`src/hw/rtl/mpf_pkg.sv`:
```
// Shared constants, types and address helper for the page-mode frame store.
package mpf_pkg;

	localparam int DISPLAY_WIDTH  = 128;
	localparam int DISPLAY_HEIGHT = 64;
	localparam int BYTE_W         = 8;
	localparam int PAGE_COUNT     = (DISPLAY_HEIGHT + 7) / 8;
	localparam int STORE_BYTES    = DISPLAY_WIDTH * PAGE_COUNT;
	localparam int ADDR_W         = $clog2(STORE_BYTES);
	localparam int COL_W          = $clog2(DISPLAY_WIDTH);
	localparam int PG_W           = $clog2(PAGE_COUNT + 1);

	localparam logic [2:0] REQ_SET_PIXEL = 3'd0;
	localparam logic [2:0] REQ_CLR_PIXEL = 3'd1;
	localparam logic [2:0] REQ_RD_PIXEL  = 3'd2;
	localparam logic [2:0] REQ_CLR_ALL   = 3'd3;
	localparam logic [2:0] REQ_SHIFT_UP  = 3'd4;
	localparam logic [2:0] REQ_RD_BYTE   = 3'd5;

	typedef enum logic [2:0] {
		ST_CLEAR,
		ST_IDLE,
		ST_PIX,
		ST_SH_PRIME,
		ST_SH_LO,
		ST_SH_WR,
		ST_DONE
	} mpf_state_t;

	typedef struct packed {
		logic              we;
		logic [ADDR_W-1:0] waddr;
		logic [BYTE_W-1:0] wdata;
		logic              re;
		logic [ADDR_W-1:0] raddr;
	} mem_req_t;

	typedef struct packed {
		logic              valid;
		logic              pixel_value;
		logic [BYTE_W-1:0] byte_value;
	} result_t;

	function automatic logic [ADDR_W-1:0] page_addr(input logic [7:0] page,
		input logic [7:0] col);
		return ADDR_W'(32'(page) * DISPLAY_WIDTH + 32'(col));
	endfunction

endpackage

```
`src/hw/rtl/mpf_ctrl.sv`:
```
// Request sequencer: pixel read-modify-write, clear sweep and shift sweep.
module mpf_ctrl import mpf_pkg::*; (
	input  logic              clk,
	input  logic              arst_n,
	input  logic              in_valid,
	output logic              in_stall,
	input  logic [2:0]        req_type,
	input  logic [7:0]        x_pos,
	input  logic [7:0]        y_pos,
	input  logic [7:0]        shift_rows,
	output mem_req_t          mem,
	input  logic [BYTE_W-1:0] rd_data,
	output result_t           res,
	input  logic              res_ready
);

	mpf_state_t        state_q, state_d;
	logic [ADDR_W-1:0] addr_q, addr_d;
	logic              resp_q, resp_d;
	logic [2:0]        op_q, op_d;
	logic [2:0]        bit_q, bit_d;
	logic              hit_q, hit_d;
	logic [COL_W-1:0]  col_q, col_d;
	logic [PG_W-1:0]   pg_q, pg_d;
	logic [4:0]        q_q, q_d;
	logic [2:0]        s_q, s_d;
	logic [BYTE_W-1:0] lo_q, lo_d;
	logic              hi_ok_s1, hi_ok_d;
	logic              pix_q, pix_d;
	logic [BYTE_W-1:0] byt_q, byt_d;

	logic              in_range;
	logic [7:0]        src, src_n;
	logic [BYTE_W-1:0] hi, mask;
	logic [15:0]       cat;

	assign in_range = ({1'b0, x_pos} < 9'(DISPLAY_WIDTH))
		&& ({1'b0, y_pos} < 9'(DISPLAY_HEIGHT));
	assign src   = 8'(pg_q) + 8'(q_q) + 8'd1;
	assign src_n = src + 8'd1;
	assign hi    = hi_ok_s1 ? rd_data : '0;
	assign cat   = {hi, lo_q} >> s_q;
	assign mask  = BYTE_W'(1) << bit_q;

	always_comb begin
		state_d  = state_q;
		addr_d   = addr_q;
		resp_d   = resp_q;
		op_d     = op_q;
		bit_d    = bit_q;
		hit_d    = hit_q;
		col_d    = col_q;
		pg_d     = pg_q;
		q_d      = q_q;
		s_d      = s_q;
		lo_d     = lo_q;
		hi_ok_d  = hi_ok_s1;
		pix_d    = pix_q;
		byt_d    = byt_q;
		mem      = '0;
		in_stall = 1'b1;
		res.valid       = 1'b0;
		res.pixel_value = pix_q;
		res.byte_value  = byt_q;
		unique case (state_q)
			ST_CLEAR: begin
				mem.we    = 1'b1;
				mem.waddr = addr_q;
				mem.wdata = '0;
				addr_d    = addr_q + ADDR_W'(1);
				if (addr_q == ADDR_W'(STORE_BYTES - 1)) begin
					addr_d  = '0;
					resp_d  = 1'b0;
					state_d = resp_q ? ST_DONE : ST_IDLE;
				end
			end
			ST_IDLE: begin
				in_stall = 1'b0;
				if (in_valid) begin
					op_d  = req_type;
					bit_d = y_pos[2:0];
					hit_d = in_range;
					pix_d = 1'b0;
					byt_d = '0;
					unique case (req_type)
						REQ_SET_PIXEL, REQ_CLR_PIXEL, REQ_RD_PIXEL, REQ_RD_BYTE: begin
							mem.re    = 1'b1;
							mem.raddr = in_range ? page_addr(8'(y_pos[7:3]), x_pos) : '0;
							addr_d    = in_range ? page_addr(8'(y_pos[7:3]), x_pos) : '0;
							state_d   = ST_PIX;
						end
						REQ_CLR_ALL: begin
							resp_d  = 1'b1;
							addr_d  = '0;
							state_d = ST_CLEAR;
						end
						REQ_SHIFT_UP: begin
							if (shift_rows == 8'd0) begin
								state_d = ST_DONE;
							end else if ({1'b0, shift_rows} >= 9'(DISPLAY_HEIGHT)) begin
								resp_d  = 1'b1;
								addr_d  = '0;
								state_d = ST_CLEAR;
							end else begin
								q_d     = shift_rows[7:3];
								s_d     = shift_rows[2:0];
								col_d   = '0;
								state_d = ST_SH_PRIME;
							end
						end
						default: begin
							state_d = ST_DONE;
						end
					endcase
				end
			end
			ST_PIX: begin
				mem.waddr = addr_q;
				unique case (op_q)
					REQ_SET_PIXEL: begin
						mem.we    = hit_q;
						mem.wdata = rd_data | mask;
					end
					REQ_CLR_PIXEL: begin
						mem.we    = hit_q;
						mem.wdata = rd_data & ~mask;
					end
					REQ_RD_PIXEL: begin
						pix_d = hit_q & rd_data[bit_q];
					end
					REQ_RD_BYTE: begin
						byt_d = hit_q ? rd_data : '0;
					end
					default: begin
					end
				endcase
				state_d = ST_DONE;
			end
			ST_SH_PRIME: begin
				mem.re    = 1'b1;
				mem.raddr = page_addr(8'(q_q), 8'(col_q));
				pg_d      = '0;
				state_d   = ST_SH_LO;
			end
			ST_SH_LO: begin
				lo_d    = rd_data;
				hi_ok_d = src < 8'(PAGE_COUNT);
				if (src < 8'(PAGE_COUNT)) begin
					mem.re    = 1'b1;
					mem.raddr = page_addr(src, 8'(col_q));
				end
				state_d = ST_SH_WR;
			end
			ST_SH_WR: begin
				mem.we    = 1'b1;
				mem.waddr = page_addr(8'(pg_q), 8'(col_q));
				mem.wdata = cat[BYTE_W-1:0];
				lo_d      = hi;
				if (pg_q == PG_W'(PAGE_COUNT - 1)) begin
					if (col_q == COL_W'(DISPLAY_WIDTH - 1)) begin
						state_d = ST_DONE;
					end else begin
						col_d   = col_q + COL_W'(1);
						state_d = ST_SH_PRIME;
					end
				end else begin
					pg_d    = pg_q + PG_W'(1);
					hi_ok_d = src_n < 8'(PAGE_COUNT);
					if (src_n < 8'(PAGE_COUNT)) begin
						mem.re    = 1'b1;
						mem.raddr = page_addr(src_n, 8'(col_q));
					end
				end
			end
			ST_DONE: begin
				res.valid = 1'b1;
				if (res_ready) begin
					state_d = ST_IDLE;
				end
			end
		endcase
	end

	always_ff @(posedge clk or negedge arst_n) begin
		if (!arst_n) begin
			state_q <= ST_CLEAR;
			addr_q  <= '0;
			resp_q  <= 1'b0;
		end else begin
			state_q <= state_d;
			addr_q  <= addr_d;
			resp_q  <= resp_d;
		end
	end

	always_ff @(posedge clk) begin
		op_q     <= op_d;
		bit_q    <= bit_d;
		hit_q    <= hit_d;
		col_q    <= col_d;
		pg_q     <= pg_d;
		q_q      <= q_d;
		s_q      <= s_d;
		lo_q     <= lo_d;
		hi_ok_s1 <= hi_ok_d;
		pix_q    <= pix_d;
		byt_q    <= byt_d;
	end

	a_idle_no_write: assert property (@(posedge clk) disable iff (!arst_n)
		state_q == ST_IDLE |-> !mem.we)
		else $error("store written while idle");

	a_shift_no_overlap: assert property (@(posedge clk) disable iff (!arst_n)
		(state_q == ST_SH_WR) && mem.we && mem.re |-> mem.waddr != mem.raddr)
		else $error("shift reads a byte it writes in the same cycle");

	a_clear_zero: assert property (@(posedge clk) disable iff (!arst_n)
		(state_q == ST_CLEAR) |-> mem.we && (mem.wdata == '0))
		else $error("clear sweep writes nonzero data");

	a_pix_write_op: assert property (@(posedge clk) disable iff (!arst_n)
		(state_q == ST_PIX) && mem.we |-> (op_q == REQ_SET_PIXEL || op_q == REQ_CLR_PIXEL))
		else $error("pixel write for a read request");

	a_result_after_pix: assert property (@(posedge clk) disable iff (!arst_n)
		(state_q == ST_PIX) |=> res.valid)
		else $error("pixel request did not complete");

endmodule

```
`config.mk`:
```
export PLATFORM = sky130hd
export DESIGN_NAME = mpf_ctrl
export DESIGN_NICKNAME = d
export VERILOG_FILES = /design/src/hw/rtl/mpf_pkg.sv /design/src/hw/rtl/mpf_ctrl.sv
export SDC_FILE = /design/constraint.sdc
export NUM_CORES = 1
export LEC_CHECK = 0
export BUFFER_PORTS_ARGS = -buffer_cell sky130_fd_sc_hd__buf_2
export CAP_MARGIN = 10
export CORE_ASPECT_RATIO = 1.4
export CORE_MARGIN = 3
export CORE_UTILIZATION = 60
export DETAILED_ROUTE_END_ITERATION = 6
export HOLD_SLACK_MARGIN = 0.1
export PLACE_DENSITY_LB_ADDON = 0.08
export SLEW_MARGIN = 20
export SYNTH_ARGS = -nofsm -noshare
export SYNTH_HDL_FRONTEND = slang
export SYNTH_SLANG_ARGS = --single-unit
```
`constraint.sdc`:
```
create_clock -name clk -period 5.45 [get_ports clk]
set_clock_uncertainty 0.15 [all_clocks]
set_input_delay 1.09 -clock clk [delete_from_list [all_inputs] [get_ports clk]]
set_output_delay 1.09 -clock clk [all_outputs]
set_load 0.01 [all_outputs]
```
After elaboration in Yosys (flattened, before gate mapping) --
Cells that the tools add are included.
Word-level totals: register bits 58, latch bits 0, RAM bits 0, memory bits (read-only) 0, bits of input ports 39, output and inout bits 41, logic and storage cells 149, memories 0
Cells by class: add/subtract/negate cells 11, multipliers 0, divide/modulo/power cells 0, order comparisons 6, equal/unequal tests 32, shift operators 2, muxes and demuxes 56, bitwise operators 6, reductions and logical operators 22
Operators by type and width (number):
- $pmux W19 S3 | 1
- $mux W11 | 5
- $mux W10 | 5
- $pmux W8 S2 | 3
- $pmux W11 S4 | 1
- $mux W7 | 6
- $add A10 B7 Y10 | 4
- $mux W8 | 4
- $pmux W10 S3 | 1
- $mux W3 | 7
- $pmux W3 S7 | 1
- $pmux W10 S2 | 1
- $eq A3 B3 Y1 const B | 6
- $ne A2 B2 Y1 const B | 9
- $shr A16 B3 Y8 | 1
- $eq A3 B2 Y1 const B | 5
- $pmux W7 S2 | 1
- $mux W1 | 11
- $add A10 B1 Y10 const B | 1
- $add A10 B8 Y10 | 1
- $eq A10 B10 Y1 const B | 1
- $reduce_and A5 Y1 | 2
- $reduce_bool A2 Y1 | 5
- $eq A3 B1 Y1 const B | 3
- other kinds (39) | 50

Logic depth before layout (Yosys ltp) --
depth after elaboration 7, gate-level depth with buffers 9, gate-level depth less buffers 9

Worst setup path before layout --
Ideal clock, no wire load.
kind register to output, from reg pg_q[0], to out mem[0] in the netlist's numbering, arrival 2.395 ns, data required time 4.210 ns, setup slack 1.815 ns, cell stages (with the launch flop) 9, buffers on the path 0, path through edfxtp_1 -> inv_1 -> ha_1 -> fa_1 -> xnor2_1 -> nand2_1 -> mux2_4 -> a211o_4 -> a22o_1
RTL lines:
- start: declaration | RTL line mpf_ctrl.sv:24 | logic [PG_W-1:0] pg_q, pg_d;
- start signal: assignment | RTL line mpf_ctrl.sv:201 | pg_q <= pg_d;
- end: declaration | RTL line mpf_ctrl.sv:11 | output mem_req_t mem,

==> results.cfg <==
[drt]
wl_mm = 10.55
drc = 0
drtIter0Drc = 199
ant_nets = 0
vias = 3561
routedWlPerCell_um = 18.93
firstDrtPassIters = 5
vias_per_cell = 6.393

[grt]
grt_pass1_wl_mm = 16.44
grt_pass1_vias = 3380
grt-ovfl-total = 0
antenna_found_initial = 0
grt_start_max_net_pins = 22
grt_usage_pct = 29.00

[layout]
fill_cells = 499
final_area_sq_um = 4597
num-nets-final = 530
final_layout_size_suffix_gt1_share_pct = 23.92
areaGrowthSynthToFinish_pct = 15.97
antenna_cells = 0
instances_no_fill = 557

[die]
dieArea_sq_um = 7632
initial_core_util_pct = 62.96
core_sq_um = 6296
die_w_um = 74.70
die_height_um = 102.2
rows = 34
io-pin-count = 80

[synthesis]
yosysTopAreaCell = edfxtp_1
async_flop_share_pct = 24.14
syn_avg_cell_area_sq_um = 9.528
yosysWarnings = 0
syn_area_sq_um = 3964
ys_seq_elements = 58
syn-num-nets = 466
synth_top_area_share_pct = 33.33
seq_area_frac_synth_pct = 42.17
netlist_top_cells_area = edfxtp_1 33%, dfrtp_1 8.8%, o21ai_0 4.7%
synth_edf_count = 44
synth_flop_cell = edfxtp_1
postSynthCellCount = 416
ys_types = 57

[timing]
rsz0062_at_grt = no
fin_tns_setup_ns = 0
setup_viol = 0
max_slew_margin_pct = 48.75
hold_violations = 0
worst_slew_pin_slew_ns = 0.7660
drv_slew = 0
max_freq_mhz = 218.4
post-route-period-util_pct = 84.02
period_minus_slack_ns = 4.579

[setup_path]
critPathKind = reg -> out
worst_r2r_path_depth = 5
start_kind = flop
reg2reg_from = state_q[0]
path_max_fanout = 21
setup.worst_path.start = state_q[0]
required_ns = 4.21
cp.arrival_ns = 3.34
cp-end-kind = primary output

[min_path]
min_path_type = reg -> reg
holdPathStages = 1
min-delay-start = resp_q

[place]
postPlaceCellArea_sq_um = 4349
gp_congestion = 0.9548
portBuffers = 79
hpwl_mm = 7.766
place_inst = 541

[clock_tree]
cts_num_sinks = 58
ctsResizeCount = 0
htreeDepth = 3
cts_buffers = 9
cts_setup_buffers = 0
cts_tree = done
path_clk_slew_ns = 0.07
cts-root-buf = clkbuf_8
insertion_delay_ns = 0.35
cts_max_path_buffers = 2
hold_buffers = 0

[job]
drv_cap = 0

[power_and_ir_drop]
power.total_mw = 2.001
ir_drop_mv = 0.3287
p_leak_nw = 1.975
p_per_area_nw_per_um2 = 435.3

[status]
outcome = complete, no violations
cell type report:
| cell class | instances | area (sq um) | area share, % |
|---|---|---|---|
| Multi-Input combinational cell | 317 | 2137 | 46.49 |
| Sequential cell | 58 | 1672 | 36.36 |
| Timing Repair Buffer | 80 | 402.9 | 8.764 |
| Clock buffer | 10 | 127.6 | 2.776 |
| Clock inverter | 6 | 115.1 | 2.504 |
| Tap cell | 72 | 90.09 | 1.960 |
| Inverter | 14 | 52.55 | 1.143 |
Yosys cell counts (all sizes together) (5+ instances only):
master  instances
a21oi          19
a22o           15
a22oi           6
a31oi           9
and3           18
clkbuf         23
dfrtp          14
edfxtp         44
ha             10
inv            14
mux2            7
mux2i          11
mux4            6
nand2          29
nand3          14
nor2           46
nor2b          14
nor3           11
o21ai          37
o22ai           8
xnor2           5
xor2            6
state kept, by name, indices dropped and copies added (netlist names):
signal / count
op_q: 3
q_q: 5
resp_q: 1
bit_q: 3
byt_q: 8
hit_q: 1
s_q: 3
addr_q: 10
state_q: 3
lo_q: 8
col_q: 7
hi_ok_s1: 1
pix_q: 1
pg_q: 4
power breakdown:
part           switching [mW]  leakage, nW  internal [mW]
sequential              0.131        0.600          0.598
clock                   0.184        0.117          0.305
combinational           0.467         1.26          0.316
total                   0.783         1.98           1.22
cell families (layout without fill, tap and decap cells):
family                   count (synthesis)  count (layout)  synth area share [%]
flip-flops                              58              58                 42.17
AO/OA/AOI/OAI                          114             114                 18.81
adder cells (fa/ha/maj)                 11              11                 3.662
XOR/XNOR                                11              11                 2.620
buffers and inverters                   41             110                 4.040
multiplexers                            24              24                 8.270
AND/OR/NAND/NOR                        157             157                 20.42
per-layer routing:
metal	part of all wire (%)	track usage [%]
met1	38	31.87
met2	52	51.39
met3	5.7	6.201
met4	4.9	15.07
met5	0	0
cell usage in the layout, fill, tap and decap left out, types with 9 or more instances in the layout:
master | synthesis | final
nand2_1 | 29 | 29
a21oi_1 | 19 | 19
ha_1 | 10 | 10
edfxtp_1 | 44 | 44
dfrtp_1 | 14 | 14
o21ai_0 | 37 | 37
clkbuf_8 | 0 | 9
inv_1 | 14 | 14
nor2_1 | 46 | 46
nor3_1 | 11 | 10
nand3_1 | 14 | 14
a22o_1 | 15 | 15
buf_2 | 2 | 79
mux2i_1 | 11 | 11
a31oi_1 | 9 | 9
nor2b_1 | 13 | 13
and3_1 | 18 | 18
metrics by stage:
step                setup WS (ns)  hold WS, ns  util (%)
floorplan                   1.815       0.3396         -
global placement            1.500       0.3731     69.08
detailed placement          1.353       0.3807     69.08
CTS                        0.9771       0.4004     72.93
global route               0.5857       0.4391     73.01
finish                     0.8711       0.4052     73.01
critical path, cell delays in order (launching register included):
cell	delay (ns)
dfrtp_1	0.71
nand2b_1	0.14
nor2_1	0.58
and2_1	0.49
and3_1	0.53
a22oi_1	0.16
o211ai_1	0.18
buf_2	0.19
worst paths after layout:
path | end | slack (ns)
setup reg to reg | q_q[3] | 2.16
setup / recovery | mem[8] | 0.87
max in group asynchronous | addr_q[0] | 4.40
hold reg to reg | resp_q | 0.41
hold / removal | resp_q | 0.41
min in group asynchronous | addr_q[5] | 0.48
(Power assumes the default switching activity.)
